[src/hdl/igcd_pkg.sv]
// Shared types and constants for the central-difference gradient block.
// Used by the front end, the bundle queue, the back end and the top level.
// No dependencies.
package igcd_pkg;

	// Field widths of the ports.
	localparam int PIX_W      = 16;
	localparam int GRAD_W     = 17;
	localparam int ROW_W      = 12;
	localparam int COL_W      = 11;
	localparam int FW_W       = 12;
	localparam int FH_W       = 13;
	localparam int CFG_IDX_W  = 2;
	localparam int CFG_DATA_W = 13;

	// Configuration register indexes.
	localparam logic [CFG_IDX_W-1:0] REG_FRAME_WIDTH  = 2'd0;
	localparam logic [CFG_IDX_W-1:0] REG_FRAME_HEIGHT = 2'd1;

	// Register reset values and limits.
	localparam int FRAME_WIDTH_RST  = 640;
	localparam int FRAME_HEIGHT_RST = 480;
	localparam int MAX_HEIGHT       = 4096;

	// Defaults for the top-level parameters.
	localparam int DEF_MAX_WIDTH  = 2048;
	localparam int DEF_PIXEL_BITS = 16;

	// One pixel can produce up to three results, always in this order.
	localparam int NUM_KINDS = 3;
	localparam int RES_UPPER = 0;  // pixel one row up, same column
	localparam int RES_LEFT  = 1;  // last row, pixel one column left
	localparam int RES_SELF  = 2;  // final pixel of the frame

	// Queue between front and back end.
	localparam int QUEUE_DEPTH = 4;
	localparam int QPTR_W      = $clog2(QUEUE_DEPTH);
	localparam int QCNT_W      = $clog2(QUEUE_DEPTH + 1);

	typedef logic signed [GRAD_W-1:0] grad_t;

	// All results caused by one pixel.
	typedef struct packed {
		logic [ROW_W-1:0]      row;
		logic [COL_W-1:0]      col;
		logic [NUM_KINDS-1:0]  kinds;
		grad_t [NUM_KINDS-1:0] gx;
		grad_t [NUM_KINDS-1:0] gy;
	} bundle_t;

endpackage

[src/hdl/igcd_fifo.sv]
// Short queue of result bundles between the front end and the back end.
// Depends on igcd_pkg for the bundle type and the depth.
module igcd_fifo import igcd_pkg::*; (
	input  logic    clk,
	input  logic    arst_n,
	input  logic    wr_en,
	input  bundle_t wr_data,
	output logic    full,
	input  logic    rd_en,
	output bundle_t rd_data,
	output logic    empty
);

	bundle_t             entries_q [QUEUE_DEPTH];
	logic [QPTR_W-1:0]   wr_ptr_q, rd_ptr_q;
	logic [QCNT_W-1:0]   count_q;
	logic                do_wr, do_rd;

	assign full    = (count_q == QCNT_W'(QUEUE_DEPTH));
	assign empty   = (count_q == '0);
	assign do_wr   = wr_en && !full;
	assign do_rd   = rd_en && !empty;
	assign rd_data = entries_q[rd_ptr_q];

	always_ff @(posedge clk or negedge arst_n) begin
		if (!arst_n) begin
			wr_ptr_q <= '0;
			rd_ptr_q <= '0;
			count_q  <= '0;
		end else begin
			if (do_wr) begin
				wr_ptr_q <= (wr_ptr_q == QPTR_W'(QUEUE_DEPTH - 1)) ? '0 : wr_ptr_q + QPTR_W'(1);
			end
			if (do_rd) begin
				rd_ptr_q <= (rd_ptr_q == QPTR_W'(QUEUE_DEPTH - 1)) ? '0 : rd_ptr_q + QPTR_W'(1);
			end
			if (do_wr && !do_rd) begin
				count_q <= count_q + QCNT_W'(1);
			end else if (do_rd && !do_wr) begin
				count_q <= count_q - QCNT_W'(1);
			end
		end
	end

	always_ff @(posedge clk) begin
		if (do_wr) begin
			entries_q[wr_ptr_q] <= wr_data;
		end
	end

endmodule

[config.mk]
export PLATFORM = sky130hd
export DESIGN_NAME = igcd_fifo
export DESIGN_NICKNAME = d
export VERILOG_FILES = /design/src/hdl/igcd_pkg.sv /design/src/hdl/igcd_fifo.sv
export SDC_FILE = /design/constraint.sdc
export NUM_CORES = 1
export LEC_CHECK = 0
export CORE_ASPECT_RATIO = 0.8
export CORE_MARGIN = 5
export CORE_UTILIZATION = 30
export DETAILED_ROUTE_END_ITERATION = 16
export DONT_BUFFER_PORTS = 1
export PLACE_DENSITY = 0.42
export REMOVE_ABC_BUFFERS = 1
export SLEW_MARGIN = 20
export SYNTH_ARGS = -nofsm -noshare
export SYNTH_HDL_FRONTEND = slang
export SYNTH_SLANG_ARGS = --single-unit
[constraint.sdc]
create_clock -name clk -period 8.7 [get_ports clk]
set_clock_uncertainty 0.15 [all_clocks]
set_input_delay 1.74 -clock clk [delete_from_list [all_inputs] [get_ports clk]]
set_output_delay 1.74 -clock clk [all_outputs]
set_load 0.01 [all_outputs]
# Word level (Yosys, flattened, before mapping)
# Memory sizes are Yosys's and may differ from the RTL's.
# Index checks and enable logic that the tools add are counted.
[classes] add_sub_neg=4 n_mul=0 div=0 n_lt_le_gt_ge=0 n_eq_ne=3 shifts=0 muxes=6 bitwise=0 n_reduce_logical=10
[ops] op="$mux W3" n=2
[ops] op="$add A2 B1 Y2 const B" n=2
[ops] op="$eq A2 B2 Y1 const B" n=2
[ops] op="$logic_and A1 B1 Y1" n=4
[ops] op="$logic_not A1 Y1" n=4
[ops] op="$mux W2" n=2
[ops] op="$add A3 B1 Y3 const B" n=1
[ops] op="$eq A3 B3 Y1 const B" n=1
[ops] op="$logic_not A3 Y1" n=1
[ops] op="$sub A3 B1 Y3 const B" n=1
[ops] op="$mux W1" n=2
[ops] op="$reduce_bool A2 Y1" n=1
[word_totals] ff_bits=7 latchBits=0 mem_bits_rw=512 romBits=0 inputBits=132 output_inout_bits=130 elab_cells=27 mem_count=1
[memory_table] name="entries_q" depth=4 width=128 read_ports=1 rd_clocked_by_memory_dff=0 write_ports=1 line="igcd_fifo.sv:14" text="bundle_t entries_q [QUEUE_DEPTH];"

# Logic depth before layout (Yosys ltp)
[logic_depth] ltp_word=7 depth_mapped=8 ltp_nobuf=8

# Least setup slack after synthesis
# No wires, ideal clock.
[synth_timing] kind="in2reg" start="in wr_en" end="mem entries_q[3][0] (netlist bit), enable pin" setup_time_ns=0.620 t_arrival_ns=7.156 required_time_ns=7.930 slack_ns=0.775 path_stages=2 path_buffers=0 cell_sequence="nand2_1 -> nor2_1"
[synth_via] elab_chain_cells=3
[synth_lines] item="start: declaration" line="igcd_fifo.sv:6" text="input logic wr_en,"
[synth_lines] item="$logic_and A1 B1 Y1" line="igcd_fifo.sv:21" text="assign do_wr = wr_en && !full;"
[synth_lines] item="$mux W1" line="igcd_fifo.sv:46" text="if (do_wr) begin"
[synth_lines] item="$mux W1 (not written as such)" line="igcd_fifo.sv:47" text="entries_q[wr_ptr_q] <= wr_data;"
[synth_lines] item="end: declaration" line="igcd_fifo.sv:14"
# No other way between the ends.

==> results.py <==
metrics = {
    "outcome": {
        "run_status": "finished clean",
    },
    "timing": {
        "finalSetupViolCount": 0,
        "hold_viol": 0,
        "rsz0062_at_grt": "no",
        "worst_slack_ns": 3.70,
        "max_slew_margin_pct": 29.6,
        "period_needed_ns": 5.00,
        "maxSlewViolCount": 0,
        "fin_setup_tns_ns": 0,
        "max_freq_ghz": 0.200,
        "fin_crit_sh_pct": 57.4,
        "worstMarginPinSlew_ns": 1.06,
    },
    "floorplan": {
        "die_x_um": 291,
        "coreArea_sq_um": 62600,
        "dieArea_sq_um": 68200,
        "start_util_pct": 30.2,
        "io_pins": 262,
        "die_y_um": 235,
        "num_rows": 82,
    },
    "drt": {
        "wl_per_cell_um": 23.5,
        "wl_met1_mm": 14.3,
        "ant_nets": 0,
        "first_iter_violations": 500,
        "drc": 0,
        "dr_wl_met2_mm": 18.8,
        "firstDrtPassIters": 4,
        "maxUsedRoutingLayer": "met4",
        "avgViaCountPerCell": 4.57,
        "drt_wl_total_mm": 38.1,
        "num_vias": 7413,
        "wl_met3_mm": 4.14,
    },
    "power_and_ir_drop": {
        "p_int_mw": 5.31,
        "p_sw_share_pct": 28.9,
        "p_total_mw": 7.47,
        "power_frac_comb_pct": 22.9,
        "pwr-share-seq_pct": 47.2,
        "p_per_area_nw_per_um2": 346,
        "switching_power_mw": 2.16,
        "ir_worst_vdd_v": 0.000206,
        "power_frac_clock_pct": 29.9,
        "p_leak_nw": 6.60,
    },
    "setup_path": {
        "worstPathMaxFanout": 89,
        "critPathRequiredTime_ns": 6.81,
        "path_class": "flip-flop to output pin",
        "reg2regPathDepth": 4,
        "crit_end": "rd_data[50]",
        "critPathLaunch": "rd_ptr_q[0]",
        "crit_arrival_ns": 3.11,
        "crit_path_end_kind": "output pin",
        "r2r_slack_ns": 5.48,
        "rr_endpoint": "entries_q[1][60]",
        "start_kind": "flip-flop",
        "reg2reg_from": "count_q[2]",
    },
    "clock_network": {
        "cts_tree": "done",
        "hold_buffers": 0,
        "clk_latency_ns": 0.56,
        "cts_resized": 0,
        "cts-htree-levels": 2,
        "numCtsBuffers": 53,
        "clockBufferDepth": 3,
        "cts-root-buf": "clkbuf_16",
        "cts.clk_slew.worst_paths_ns": 0.06,
        "cts_setup_buffers": 0,
        "clock_sinks": 519,
    },
    "place": {
        "dpl.hpwl_mm": 23.3,
        "gp_congestion": 0.735,
        "dpl_cell_area_sq_um": 19900,
        "io_buffers": 0,
        "pre_cts_ws_ns": 4.15,
    },
    "yosys": {
        "netlist_area_sq_um": 18900,
        "yosys.cell_count.top_type": "edfxtp_1",
        "synth.distinct_cells": 22,
        "synthTopCellsByCount": "edfxtp_1 (512), mux4_2 (128), buf_2 (13), buf_6 (11), dfrtp_1 (7)",
        "yosysSeqAreaShare_pct": 82.2,
        "synth_top_area_share_pct": 81.3,
        "synth-edff-count": 512,
        "synthFlopType": "edfxtp_1",
        "yosysWarnings": 0,
        "avgSynthCellArea_sq_um": 26.8,
        "synth_area_leaders": "edfxtp_1 (81%), mux4_2 (15%), dfrtp_1 (0.93%)",
        "postSynthCellCount": 706,
        "async_flop_share_pct": 1.35,
        "ys_ff_latch": 519,
        "yosysTopAreaCell": "edfxtp_1",
    },
    "grt": {
        "grt_max_degree": 90,
        "grt_antenna_before_repair": 0,
        "track_usage_pct": 10.9,
        "grt-ovfl-total": 0,
        "grt_pass1_wl_mm": 55.9,
        "grt_pass1_vias": 8209,
    },
    "final_layout": {
        "syn_to_final_growth_pct": 14.1,
        "final_area_sq_um": 21600,
        "n_fill_cell": 5741,
        "drive_gt1_share_pct": 29.2,
        "final_core_util_pct": 34.5,
        "diodes": 0,
        "nets": 881,
    },
    "job": {
        "cap_viol_max_count": 0,
    },
    "min_path": {
        "hold_class": "flip-flop to flip-flop",
        "hold_path_depth": 1,
    },
}
-- power groups by stage --
stage	sequential, mW	clock [mW]	combinational [mW]
2_1_floorplan	3.70	0	1.32
4_1_cts	3.55	2.32	1.80
5_1_grt	3.59	2.42	1.85
6_report	3.53	2.24	1.71
3_5_place_dp	3.60	0	1.79
3_3_place_gp	3.57	0	1.77
-- through the flow --
step / hold slack, ns / cells
after floorplan: 0.343 / 677
after global placement: 0.380 / 1527
after detailed placement: 0.380 / 1527
after CTS: 0.390 / 1623
after global routing: 0.415 / 1623
final: 0.391 / 1623
-- critical path, stage by stage, from the launching register on --
cell and delay, ns:
dfrtp_4 1.00, buf_12 0.58, mux4_2 0.70
-- worst min-delay path by stage --
stage | start | to
2_1_floorplan | count_q[2] | count_q[2]
3_3_place_gp | count_q[2] | count_q[2]
3_5_place_dp | count_q[2] | count_q[2]
4_1_cts | count_q[2] | count_q[2]
5_1_grt | count_q[2] | count_q[2]
6_report | count_q[2] | count_q[2]
-- final cells by class --
class	count	area (sq um)	share of cell area [%]
Clock buffer	64	1390	6.44
Sequential cell	519	15600	72.1
Multi-Input combinational cell	155	3150	14.6
Tap cell	840	1050	4.87
Inverter	3	11.3	0.0522
Timing Repair Buffer	10	91.3	0.423
Clock inverter	32	327	1.51
-- registers in the layout, summed over array words and instances, names as in the netlist --
register and cells:
wr_ptr_q 2, rd_ptr_q 2, count_q 3, entries_q 512
-- cells in the final DEF (no fill, tap or decap), types with 2 or more instances in the layout --
master,count
ha_1,6
clkinv_1,7
inv_1,3
nor3_1,2
bufinv_16,6
edfxtp_1,512
clkbuf_1,10
and2_4,3
dfrtp_1,5
clkinv_2,14
dfrtp_4,2
mux2_2,4
nor2_1,2
clkbuf_16,54
mux4_2,128
inv_6,3
buf_4,8
xor2_1,2
-- routing by layer --
layer / vias up / GRT usage, %
met3: 65 / 5.76
met1: 3993 / 12.7
met2: 219 / 17.9
li1: 3136 / -
met4: 0 / 2.99
met5: - / 0
-- cell families after synthesis --
logic type                 synth area share (%)
adders and majority gates                 0.503
and+or+nand+nor                           0.331
muxes                                      15.5
xor gates and xnor gates                  0.139
DFF                                        82.2
buffers and inverters                      1.20
AOI/OAI and AO/OA                         0.106
Note: power is estimated with default switching activity, not from simulation.
