## config.mk

```make
export PLATFORM = sky130hd
export DESIGN_NAME = igcd_back
export DESIGN_NICKNAME = d
export VERILOG_FILES = /design/src/hdl/igcd_pkg.sv /design/src/hdl/igcd_back.sv
export SDC_FILE = /design/constraint.sdc
export NUM_CORES = 1
export LEC_CHECK = 0
export ABC_AREA = 1
export BUFFER_PORTS_ARGS = -buffer_cell sky130_fd_sc_hd__buf_2
export CELL_PAD_IN_SITES_DETAIL_PLACEMENT = 0
export CELL_PAD_IN_SITES_GLOBAL_PLACEMENT = 1
export CORE_ASPECT_RATIO = 1.2
export CORE_UTILIZATION = 33
export CTS_CLUSTER_SIZE = 14
export DETAILED_ROUTE_END_ITERATION = 12
export PLACE_DENSITY = 0.92
export SLEW_MARGIN = 20
export SYNTH_ARGS = -nofsm -noshare
export SYNTH_HDL_FRONTEND = slang
export SYNTH_SLANG_ARGS = --single-unit
export TNS_END_PERCENT = 10
```

## constraint.sdc

```tcl
create_clock -name clk -period 3.8 [get_ports clk]
set_input_delay 0.38 -clock clk [delete_from_list [all_inputs] [get_ports clk]]
set_output_delay 0.38 -clock clk [all_outputs]
set_load 0.02 [all_outputs]
```

## src/hdl/igcd_pkg.sv

```systemverilog
// Shared types and constants for the central-difference gradient block.
// Used by the front end, the bundle queue, the back end and the top level.
// No dependencies.
package igcd_pkg;

	// Field widths of the ports.
	localparam int PIX_W      = 16;
	localparam int GRAD_W     = 17;
	localparam int ROW_W      = 12;
	localparam int COL_W      = 11;
	localparam int FW_W       = 12;
	localparam int FH_W       = 13;
	localparam int CFG_IDX_W  = 2;
	localparam int CFG_DATA_W = 13;

	// Configuration register indexes.
	localparam logic [CFG_IDX_W-1:0] REG_FRAME_WIDTH  = 2'd0;
	localparam logic [CFG_IDX_W-1:0] REG_FRAME_HEIGHT = 2'd1;

	// Register reset values and limits.
	localparam int FRAME_WIDTH_RST  = 640;
	localparam int FRAME_HEIGHT_RST = 480;
	localparam int MAX_HEIGHT       = 4096;

	// Defaults for the top-level parameters.
	localparam int DEF_MAX_WIDTH  = 2048;
	localparam int DEF_PIXEL_BITS = 16;

	// One pixel can produce up to three results, always in this order.
	localparam int NUM_KINDS = 3;
	localparam int RES_UPPER = 0;  // pixel one row up, same column
	localparam int RES_LEFT  = 1;  // last row, pixel one column left
	localparam int RES_SELF  = 2;  // final pixel of the frame

	// Queue between front and back end.
	localparam int QUEUE_DEPTH = 4;
	localparam int QPTR_W      = $clog2(QUEUE_DEPTH);
	localparam int QCNT_W      = $clog2(QUEUE_DEPTH + 1);

	typedef logic signed [GRAD_W-1:0] grad_t;

	// All results caused by one pixel.
	typedef struct packed {
		logic [ROW_W-1:0]      row;
		logic [COL_W-1:0]      col;
		logic [NUM_KINDS-1:0]  kinds;
		grad_t [NUM_KINDS-1:0] gx;
		grad_t [NUM_KINDS-1:0] gy;
	} bundle_t;

endpackage

```

## src/hdl/igcd_back.sv

```systemverilog
// Back end: walks the results of the head bundle in order and presents them
// one at a time through an output register. Depends on igcd_pkg.
module igcd_back import igcd_pkg::*; (
	input  logic                    clk,
	input  logic                    arst_n,
	input  logic                    q_empty,
	input  bundle_t                 q_data,
	output logic                    q_pop,
	output logic                    empty,
	input  logic                    pop,
	output logic signed [GRAD_W-1:0] grad_x,
	output logic signed [GRAD_W-1:0] grad_y,
	output logic [ROW_W-1:0]        out_row,
	output logic [COL_W-1:0]        out_col,
	output logic                    run_last,
	output logic                    frame_end
);

	logic [NUM_KINDS-1:0] done_q, pend, pick;
	logic                 out_v_q, load, last;
	grad_t                sel_gx, sel_gy, gx_q, gy_q;
	logic [ROW_W-1:0]     sel_row, row_q;
	logic [COL_W-1:0]     sel_col, col_q;
	logic                 sel_fe, rl_q, fe_q;

	assign pend  = q_data.kinds & ~done_q;
	assign load  = !q_empty && (!out_v_q || pop);
	assign last  = ((pend & ~pick) == '0);
	assign q_pop = load && last;

	always_comb begin
		pick    = '0;
		sel_gx  = q_data.gx[RES_SELF];
		sel_gy  = q_data.gy[RES_SELF];
		sel_row = q_data.row;
		sel_col = q_data.col;
		sel_fe  = 1'b1;
		if (pend[RES_UPPER]) begin
			pick[RES_UPPER] = 1'b1;
			sel_gx  = q_data.gx[RES_UPPER];
			sel_gy  = q_data.gy[RES_UPPER];
			sel_row = q_data.row - ROW_W'(1);
			sel_fe  = 1'b0;
		end else if (pend[RES_LEFT]) begin
			pick[RES_LEFT] = 1'b1;
			sel_gx  = q_data.gx[RES_LEFT];
			sel_gy  = q_data.gy[RES_LEFT];
			sel_col = q_data.col - COL_W'(1);
			sel_fe  = 1'b0;
		end else begin
			pick[RES_SELF] = 1'b1;
		end
	end

	always_ff @(posedge clk or negedge arst_n) begin
		if (!arst_n) begin
			out_v_q <= 1'b0;
			done_q  <= '0;
		end else begin
			if (load) begin
				out_v_q <= 1'b1;
				done_q  <= last ? '0 : (done_q | pick);
			end else if (pop) begin
				out_v_q <= 1'b0;
			end
		end
	end

	always_ff @(posedge clk) begin
		if (load) begin
			gx_q  <= sel_gx;
			gy_q  <= sel_gy;
			row_q <= sel_row;
			col_q <= sel_col;
			rl_q  <= last;
			fe_q  <= sel_fe;
		end
	end

	assign empty     = !out_v_q;
	assign grad_x    = gx_q;
	assign grad_y    = gy_q;
	assign out_row   = row_q;
	assign out_col   = col_q;
	assign run_last  = rl_q;
	assign frame_end = fe_q;

endmodule

```

; ---- After elaboration in Yosys (flattened, before gate mapping)
; Index checks and enable logic that the tools add are counted.
[totals]
regBits = 63
output_inout_bits = 61
word_cells = 36
input_bits = 132
[op_classes]
bitwise = 5
n_addsub = 2
n_mux = 14
reduce_logical = 7
[ops]
columns = cell, n
row1 = 17-bit two-way mux, 4
row2 = 11-bit two-way mux, 2
row3 = 12-bit two-way mux, 1
row4 = "12-bit by 1-bit subtractor with 12-bit output, second input constant", 1
row5 = "11-bit by 1-bit subtractor with 11-bit output, second input constant", 1
row6 = 3-bit bitwise AND, 2
row7 = 3-bit inverter, 2
row8 = 1-bit two-way mux, 5
row9 = 3-bit zero test, 1
row10 = 3-bit two-way mux, 1
row11 = 3-bit bitwise OR, 1
row12 = 1-bit logical AND, 2
row13 = 1-bit zero test, 2
row14 = 2-bit two-way mux, 1
row15 = 2-bit nonzero test, 1
row16 = 1-bit logical OR, 1

; ---- Depth between registers and ports, before layout
; Gate-level depths: netlist of run 1.
[depth]
depth_word = 8
ltp_mapped = 7
mapped_depth_nobuf = 7

; ---- Worst setup path before layout of run 1
; No wires, ideal clock.
[synth_path]
kind = in2out
startpoint = in pop
endpoint = out q_pop
path_stages = 6
slack_ns = 1.216
arrival_ns = 2.204
t_required_ns = 3.420
n_path_buf = 0
cell_sequence = inv_1 > nand2_1 > nand2_1 > inv_1 > nand3_1 > inv_1
[synth_via]
elab_chain_len = 3
[synth_lines]
columns = item, line_no
row1 = from (decl), igcd_back.sv:10  ; input logic pop,
row2 = 1-bit logical OR, igcd_back.sv:27  ; assign load = !q_empty && (!out_v_q || pop);
row3 = 1-bit logical AND, igcd_back.sv:27
row4 = net load, igcd_back.sv:20  ; logic out_v_q, load, last;
row5 = 1-bit logical AND, igcd_back.sv:29  ; assign q_pop = load && last;
row6 = to (decl), igcd_back.sv:8  ; output logic q_pop,
; The timed path passes the listed nets, and every way through them passes these cells.

; ---- Final worst setup path of run 1
[layout_path]
startpoint = reg out_v_q
endpoint = out q_pop
[layout_via]
elab_chain_len = 4
[layout_lines]
columns = item, line_no
row1 = from (decl), igcd_back.sv:20
row2 = from (signal assigned), igcd_back.sv:57  ; out_v_q <= 1'b0;
row3 = from (signal assigned), igcd_back.sv:61  ; out_v_q <= 1'b1;
row4 = from (signal assigned), igcd_back.sv:64  ; out_v_q <= 1'b0;
row5 = 1-bit zero test, igcd_back.sv:27
row6 = 1-bit logical OR, igcd_back.sv:27
row7 = 1-bit logical AND, igcd_back.sv:27
row8 = net load, igcd_back.sv:20
row9 = 1-bit logical AND, igcd_back.sv:29
; The timed path passes the listed nets, and every way through them passes these cells.

==> flow_summary_export.csv, run 1 <==
group,metric,value,unit
clock_network,clk_path_buf_depth,2,
logic_synthesis,synthArstFlopShare,6.35,%
timing,fin_worst_skew,0.00790,ns
final_layout,drive_above_1_share,38.4,%
detailed_routing,dr.pass1.iters,4,
detailed_routing,drt_iter0_markers,97,
timing,hold_viol,0,
flow_run,maxCapViolCount,0,
timing,finalSetupViolCount,0,
global_routing,grt_pass1_wl,13.2,mm
final_layout,multiInputGateArea,1200,um^2
pwr,p_leak,0.00229,uW
final_layout,utilization,48.3,%
clock_network,numCtsBuffers,9,
critical_path,rr_worst_depth,4,
clock_network,path_clk_slew,0.05,ns
logic_synthesis,synth-main-ff-cell,"edfxtp_1",
final_layout,fill_cells,945,
critical_path,regToRegSetupSlack,1.94,ns
detailed_routing,vias_per_cell,4.47,
critical_path,path_buf_inv,3,
logic_synthesis,yosysWarnings,0,
logic_synthesis,netlist_top_cells_area,"edfxtp_1 (54%), nand2_1 (19%), nand3_1 (6.9%), nor2_1 (3.3%), inv_1 (3.2%)",
timing,fin_crit_sh,56.0,%
timing,fin_crit,2.13,ns
die,io_pins,193,
final_layout,diodes,0,
global_routing,grt_start_max_net_pins,37,
logic_synthesis,netlist_area,3270,um^2
detailed_routing,wl,8.65,mm
detailed_routing,drc,0,
logic_synthesis,post-synth-top-area-cell,"edfxtp_1",
critical_path,worstReg2RegEnd,"out_col[4]",
final_layout,nNetsFinal,710,
clock_network,clock_sinks,63,
critical_path,critPathMaxFanout,27,
logic_synthesis,synth_most_common_cell,"nand2_1",
critical_path,critical_path.top_delay_family,"buffers and inverters",
clock_network,cts_tree,"built",
critical_path,crit_type,"reg2out",
clock_network,clk_latency,0.32,ns
run_status,status,"completed",
critical_path,crit_path_end_kind,"primary output",
critical_path,start_kind,"flip-flop",
die,start_util,34.2,%
placement,place_congestion,0.792,
critical_path,cp.depth,6,
placement,hpwl,6.67,mm
logic_synthesis,synthTopCellsByCount,"nand2_1 (169), edfxtp_1 (59), nand3_1 (45)",
logic_synthesis,yosysTopAreaCellShare,54.1,%
clock_network,htreeDepth,3,
pwr,power-per-cell-area,456,nW/um^2
die,core-area,9560,um^2
timing,final_max_slew_viol_count,0,
critical_path,critical_path.cell_chain,"nand2_1, nand2_1, inv_2, nand3_1, inv_1, buf_2",
die,dieHeight,111,um
logic_synthesis,synth-edff-count,59,
clock_network,postCtsSetupBuffers,0,
timing,worstMarginPinSlew,0.602,ns
detailed_routing,vias,3145,
timing,setup_tns,0,ns
global_routing,antenna_found_initial,0,
timing,relSlewSlack,59.9,%
placement,port_buffers,192,
worst_hold_path,worstHoldPathType,"in2reg",
critical_path,path_common_cell,"nand2_1",
die,die_w,92.9,um
logic_synthesis,synth_cell_type_count,22,
die,dieArea,10300,um^2
clock_network,ctsResizeCount,0,
critical_path,arrival,1.75,ns
pwr,peakVddDrop,218,uV
logic_synthesis,synth-seq-area-share,57.2,%
global_routing,grt.total_usage,16.6,%
logic_synthesis,synth_area_per_cell,8.64,um^2
critical_path,worstSetupEndpoint,"q_pop",
detailed_routing,ant_nets,0,
detailed_routing,wl_per_cell,12.3,um
critical_path,slowest_stage,"inv_2",
die,fp-row-count,39,
clock_network,clockRootBuffer,"clkbuf_16",
critical_path,required,3.42,ns
logic_synthesis,synth_fp_nets,513,
critical_path,startpoint,"out_v_q",
critical_path,max_stage_delay,0.43,ns
global_routing,grt_overflow_total,0,
final_layout,areaGrowthSynthToFinish,41.2,%
timing,fmax,470,MHz
timing,rsz0062_at_grt,"false",
logic_synthesis,ys_ff_latch,63,
logic_synthesis,syn_inst,379,
critical_path,r2r_start,"out_v_q",
final_layout,seqCellArea,1870,um^2
global_routing,grt_pass1_vias,3018,
worst min-delay path by stage:
stage | end | cells after the start | slack, ns | start
after CTS | out_v_q | 2 | 0.24 | q_empty
after detailed placement | out_v_q | 1 | 0.19 | arst_n
after global routing | out_v_q | 2 | 0.27 | q_empty
after floorplan | done_q[0] | 0 | 0.08 | arst_n
final | out_v_q | 2 | 0.25 | q_empty
after global placement | out_v_q | 1 | 0.19 | arst_n
area by class of cell:
| class | count | area share [%] |
|---|---|---|
| clock inverter | 5 | 1.08 |
| multi-input combinational | 273 | 26.0 |
| tap | 123 | 3.33 |
| clock buffer | 10 | 4.96 |
| sequential | 63 | 40.5 |
| timing repair buffer | 195 | 21.3 |
| inverter | 34 | 2.82 |
cells by family after synthesis:
| group | share of synthesized area [%] |
|---|---|
| AO/OA/AOI/OAI | 1.30 |
| XOR/XNOR | 1.34 |
| adder cells (fa/ha/maj) | 0.764 |
| buffers and inverters | 6.15 |
| flip-flops | 57.2 |
| AND/OR/NAND/NOR | 33.3 |
through the flow:
step	cells	worst slack [ns]	instance area, um^2	power, uW	hold slack, ns
2_1_floorplan	379	1.22	3270	1190	0.0844
3_3_place_gp	687	1.83	4330	1350	0.191
3_5_place_dp	687	1.80	4330	1360	0.194
4_1_cts	703	1.60	4620	2140	0.238
5_1_grt	703	1.52	4620	2210	0.266
6_report	703	1.67	4620	2110	0.249
layer usage:
layer / track usage (%) / up-vias / share of wire, %
li1: - / 1624 / -
met4: 6.87 / 0 / 1.4
met1: 17.5 / 1396 / 41
met3: 3.70 / 12 / 6.5
met5: 0 / - / 0
met2: 31.1 / 113 / 51
timing repair:
item	CTS	global route
setup endpoints to repair	0	0
endpoints found under the hold margin	4	0
hold buffers	1	0
worst register-to-register path, stage by stage, from the launching register on:
cell	delay, ns
dfrtp_1	0.37
nand2_1	0.08
nand2_1	0.09
inv_2	0.43
buf_4	0.52
where the power goes:
part	internal (uW)	switching (uW)	leakage, uW	total [uW]
registers	856	19.0	0.000616	875
clock network	498	266	0.000142	764
logic	161	307	0.00153	468
flip-flops by register name, indices dropped and copies added, names as in the netlist:
register   flops
out_row       12
frame_end      1
done_q         3
out_col       11
grad_x        17
grad_y        17
run_last       1
out_v_q        1
cells in the final DEF, fill, tap and decap left out, types with 5 or more instances in the layout:
master / netlist / final
xor2_1: 5 / 5
o21ai_0: 7 / 7
clkbuf_16: 0 / 9
nand3b_1: 6 / 6
edfxtp_1: 59 / 59
nand3_1: 45 / 45
inv_1: 28 / 27
nand2_1: 169 / 169
nor2_1: 29 / 29
inv_2: 4 / 5
buf_2: 3 / 192
Note: power is estimated with default switching activity, not from simulation.
==> run 2, diff against run 1 <==
--- a/config.mk
+++ b/config.mk
@@ -10,10 +10,10 @@
 export CELL_PAD_IN_SITES_DETAIL_PLACEMENT = 0
 export CELL_PAD_IN_SITES_GLOBAL_PLACEMENT = 1
 export CORE_ASPECT_RATIO = 1.2
-export CORE_UTILIZATION = 33
+export CORE_UTILIZATION = 30
 export CTS_CLUSTER_SIZE = 14
 export DETAILED_ROUTE_END_ITERATION = 12
-export PLACE_DENSITY = 0.92
+export PLACE_DENSITY = 0.85
 export SLEW_MARGIN = 20
 export SYNTH_ARGS = -nofsm -noshare
 export SYNTH_HDL_FRONTEND = slang
==> constraint.sdc (replaced) <==
create_clock -name clk -period 2.1 [get_ports clk]
set_input_delay 0.21 -clock clk [delete_from_list [all_inputs] [get_ports clk]]
set_output_delay 0.21 -clock clk [all_outputs]
set_load 0.02 [all_outputs]
==> run 2 against run 1 <==
Compared with the run above: count of clock-buffer cells in the layout rose by 3; core utilization fell by 4.6 points; wire length up 8.2%; die area grew 9.8%.
==> flow_summary_export.csv, run 2 (synthesis gave the netlist of run 1 again) <==
group,metric,value,unit
placement,post-place-ws,0.553,ns
timing,worst_slack,0.241,ns
pwr,internal_power,2630,uW
final_layout,areaGrowthSynthToFinish,41.2,%
critical_path,max_stage_delay,0.34,ns
timing,hold_viol,0,
final_layout,drive_above_1_share,37.9,%
timing,rsz0062_at_grt,"false",
die,dieHeight,116,um
detailed_routing,wl,9.36,mm
die,io_pins,193,
timing,setup_tns,0,ns
timing,finalSetupViolCount,0,
pwr,seq_power_share,42.6,%
global_routing,grt_pass1_wl,14.5,mm
critical_path,crit_type,"reg2out",
clock_network,path_clk_slew,0.05,ns
detailed_routing,drc,0,
clock_network,clk_latency,0.32,ns
placement,hpwl,7.06,mm
final_layout,nNetsFinal,711,
timing,relSlewSlack,58.8,%
critical_path,arrival,1.65,ns
pwr,power-per-cell-area,804,nW/um^2
clock_network,clk_path_buf_depth,2,
final_layout,final_cell_mix,"buf_2 (192), nand2_1 (169), edfxtp_1 (59), nand3_1 (45), nor2_1 (29)",
pwr,pwr-share-clk,34.4,%
final_layout,layout_commonest_cell,"buf_2",
pwr,sw_frac_of_total,29.2,%
die,start_util,31.0,%
final_layout,diodes,0,
final_layout,stdcell_count,710,
placement,port_buffers,192,
global_routing,grt_overflow_total,0,
critical_path,required,1.89,ns
clock_network,cts_tree,"built",
critical_path,critical_path.cell_chain,"nand2_1, nand2_1, clkinvlp_4, nand3_1, inv_1, buf_2",
timing,fin_crit_sh,88.5,%
pwr,peakVddDrop,314,uV
critical_path,start_kind,"flip-flop",
critical_path,path_common_cell,"nand2_1",
placement,place_congestion,0.837,
detailed_routing,drt_iter0_markers,136,
timing,final_max_slew_viol_count,0,
clock_network,clock_sinks,63,
worst_hold_path,worstHoldPathType,"in2reg",
global_routing,grt_pass1_vias,3056,
die,die_w,97.4,um
critical_path,slowest_stage,"dfrtp_1",
timing,fin_crit,1.86,ns
timing,worstMarginPinSlew,0.618,ns
pwr,combPwrFrac,23.0,%
clock_network,postCtsSetupBuffers,0,
placement,placed_cells,694,
die,fp-row-count,41,
global_routing,antenna_found_initial,0,
die,dieArea,11300,um^2
run_status,status,"completed",
pwr,p_total,3720,uW
global_routing,grt.total_usage,16.5,%
pwr,p_leak,0.00227,uW
clock_network,clockRootBuffer,"clkbuf_16",
timing,worst_hold_slack,0.0582,ns
pwr,p_sw,1090,uW
critical_path,critPathMaxFanout,12,
detailed_routing,dr.pass1.iters,6,
detailed_routing,wl_per_cell,13.2,um
flow_run,maxCapViolCount,0,
global_routing,grt_start_max_net_pins,37,
critical_path,crit_path_end_kind,"primary output",
clock_network,numCtsBuffers,9,
clock_network,htreeDepth,3,
detailed_routing,vias_per_cell,4.57,
detailed_routing,ant_nets,0,
timing,fmax,538,MHz
timing,fin_worst_skew,0.00641,ns
die,core-area,10600,um^2
detailed_routing,vias,3242,
-- run 2: cell types whose count changed in the layout (fill, tap and decap cells not counted), sizes merged --
cell | previous run | this run
buf | 194 | 195
clkbuf | 10 | 13
clkinv | 5 | 3
bufinv | 1 | 0
inv | 33 | 32
clkinvlp | 0 | 1
-- run 2: timing repair --
item,4_1_cts,5_1_grt
endpoints found under the hold margin,4,0
hold buffers,1,0
gates resized for setup,0,0
-- run 2: layer usage --
metal	routed length [um]	track usage [%]	vias to the layer above
li1	-	-	1617
met1	3740	18.3	1485
met3	646	3.89	11
met4	133	7.84	0
met2	4840	30.0	129
met5	0	0	-
-- run 2: through the flow --
stage | cell area (um^2) | util (%)
detailed placement | 4360 | 41.3
global route | 4620 | 43.7
floorplan | 3280 | -
global placement | 4360 | 41.3
CTS | 4620 | 43.7
finish | 4620 | 43.7
-- run 2: critical path: cells and delay by family (launching register included) --
family        cells  cell delay (ns)
buf+inv           3             0.51
flops             1             0.34
simple gates      3             0.46
-- run 2: area by class of cell --
cell class	instances	area, um^2
Multi-Input combinational cell	273	1200
Tap cell	129	161
Sequential cell	63	1870
Inverter	34	134
Clock inverter	2	8.76
Timing Repair Buffer	196	1010
Clock buffer	13	240
Fill cell	1063	5950
-- run 2: path summary, 6_finish.rpt --
check                           startpoint          to  slack (ns)  cells after the start
worst min register to register     out_v_q     out_v_q        0.50                      2
worst max-delay path               out_v_q       q_pop        0.24                      6
min in group asynchronous           arst_n     out_v_q        0.23                      2
worst min-delay path               q_empty     out_v_q        0.06                      2
max in group asynchronous           arst_n   done_q[2]        1.75                      2
worst max register to register   done_q[0]  grad_y[13]        0.56                      6
-- run 2: power groups by stage --
| stage | clock [uW] | combinational (uW) | sequential [uW] |
|---|---|---|---|
| floorplan | 0 | 401 | 1750 |
| global placement | 0 | 849 | 1600 |
| detailed placement | 0 | 864 | 1610 |
| CTS | 1310 | 868 | 1590 |
| global route | 1370 | 951 | 1590 |
| finish | 1280 | 854 | 1580 |
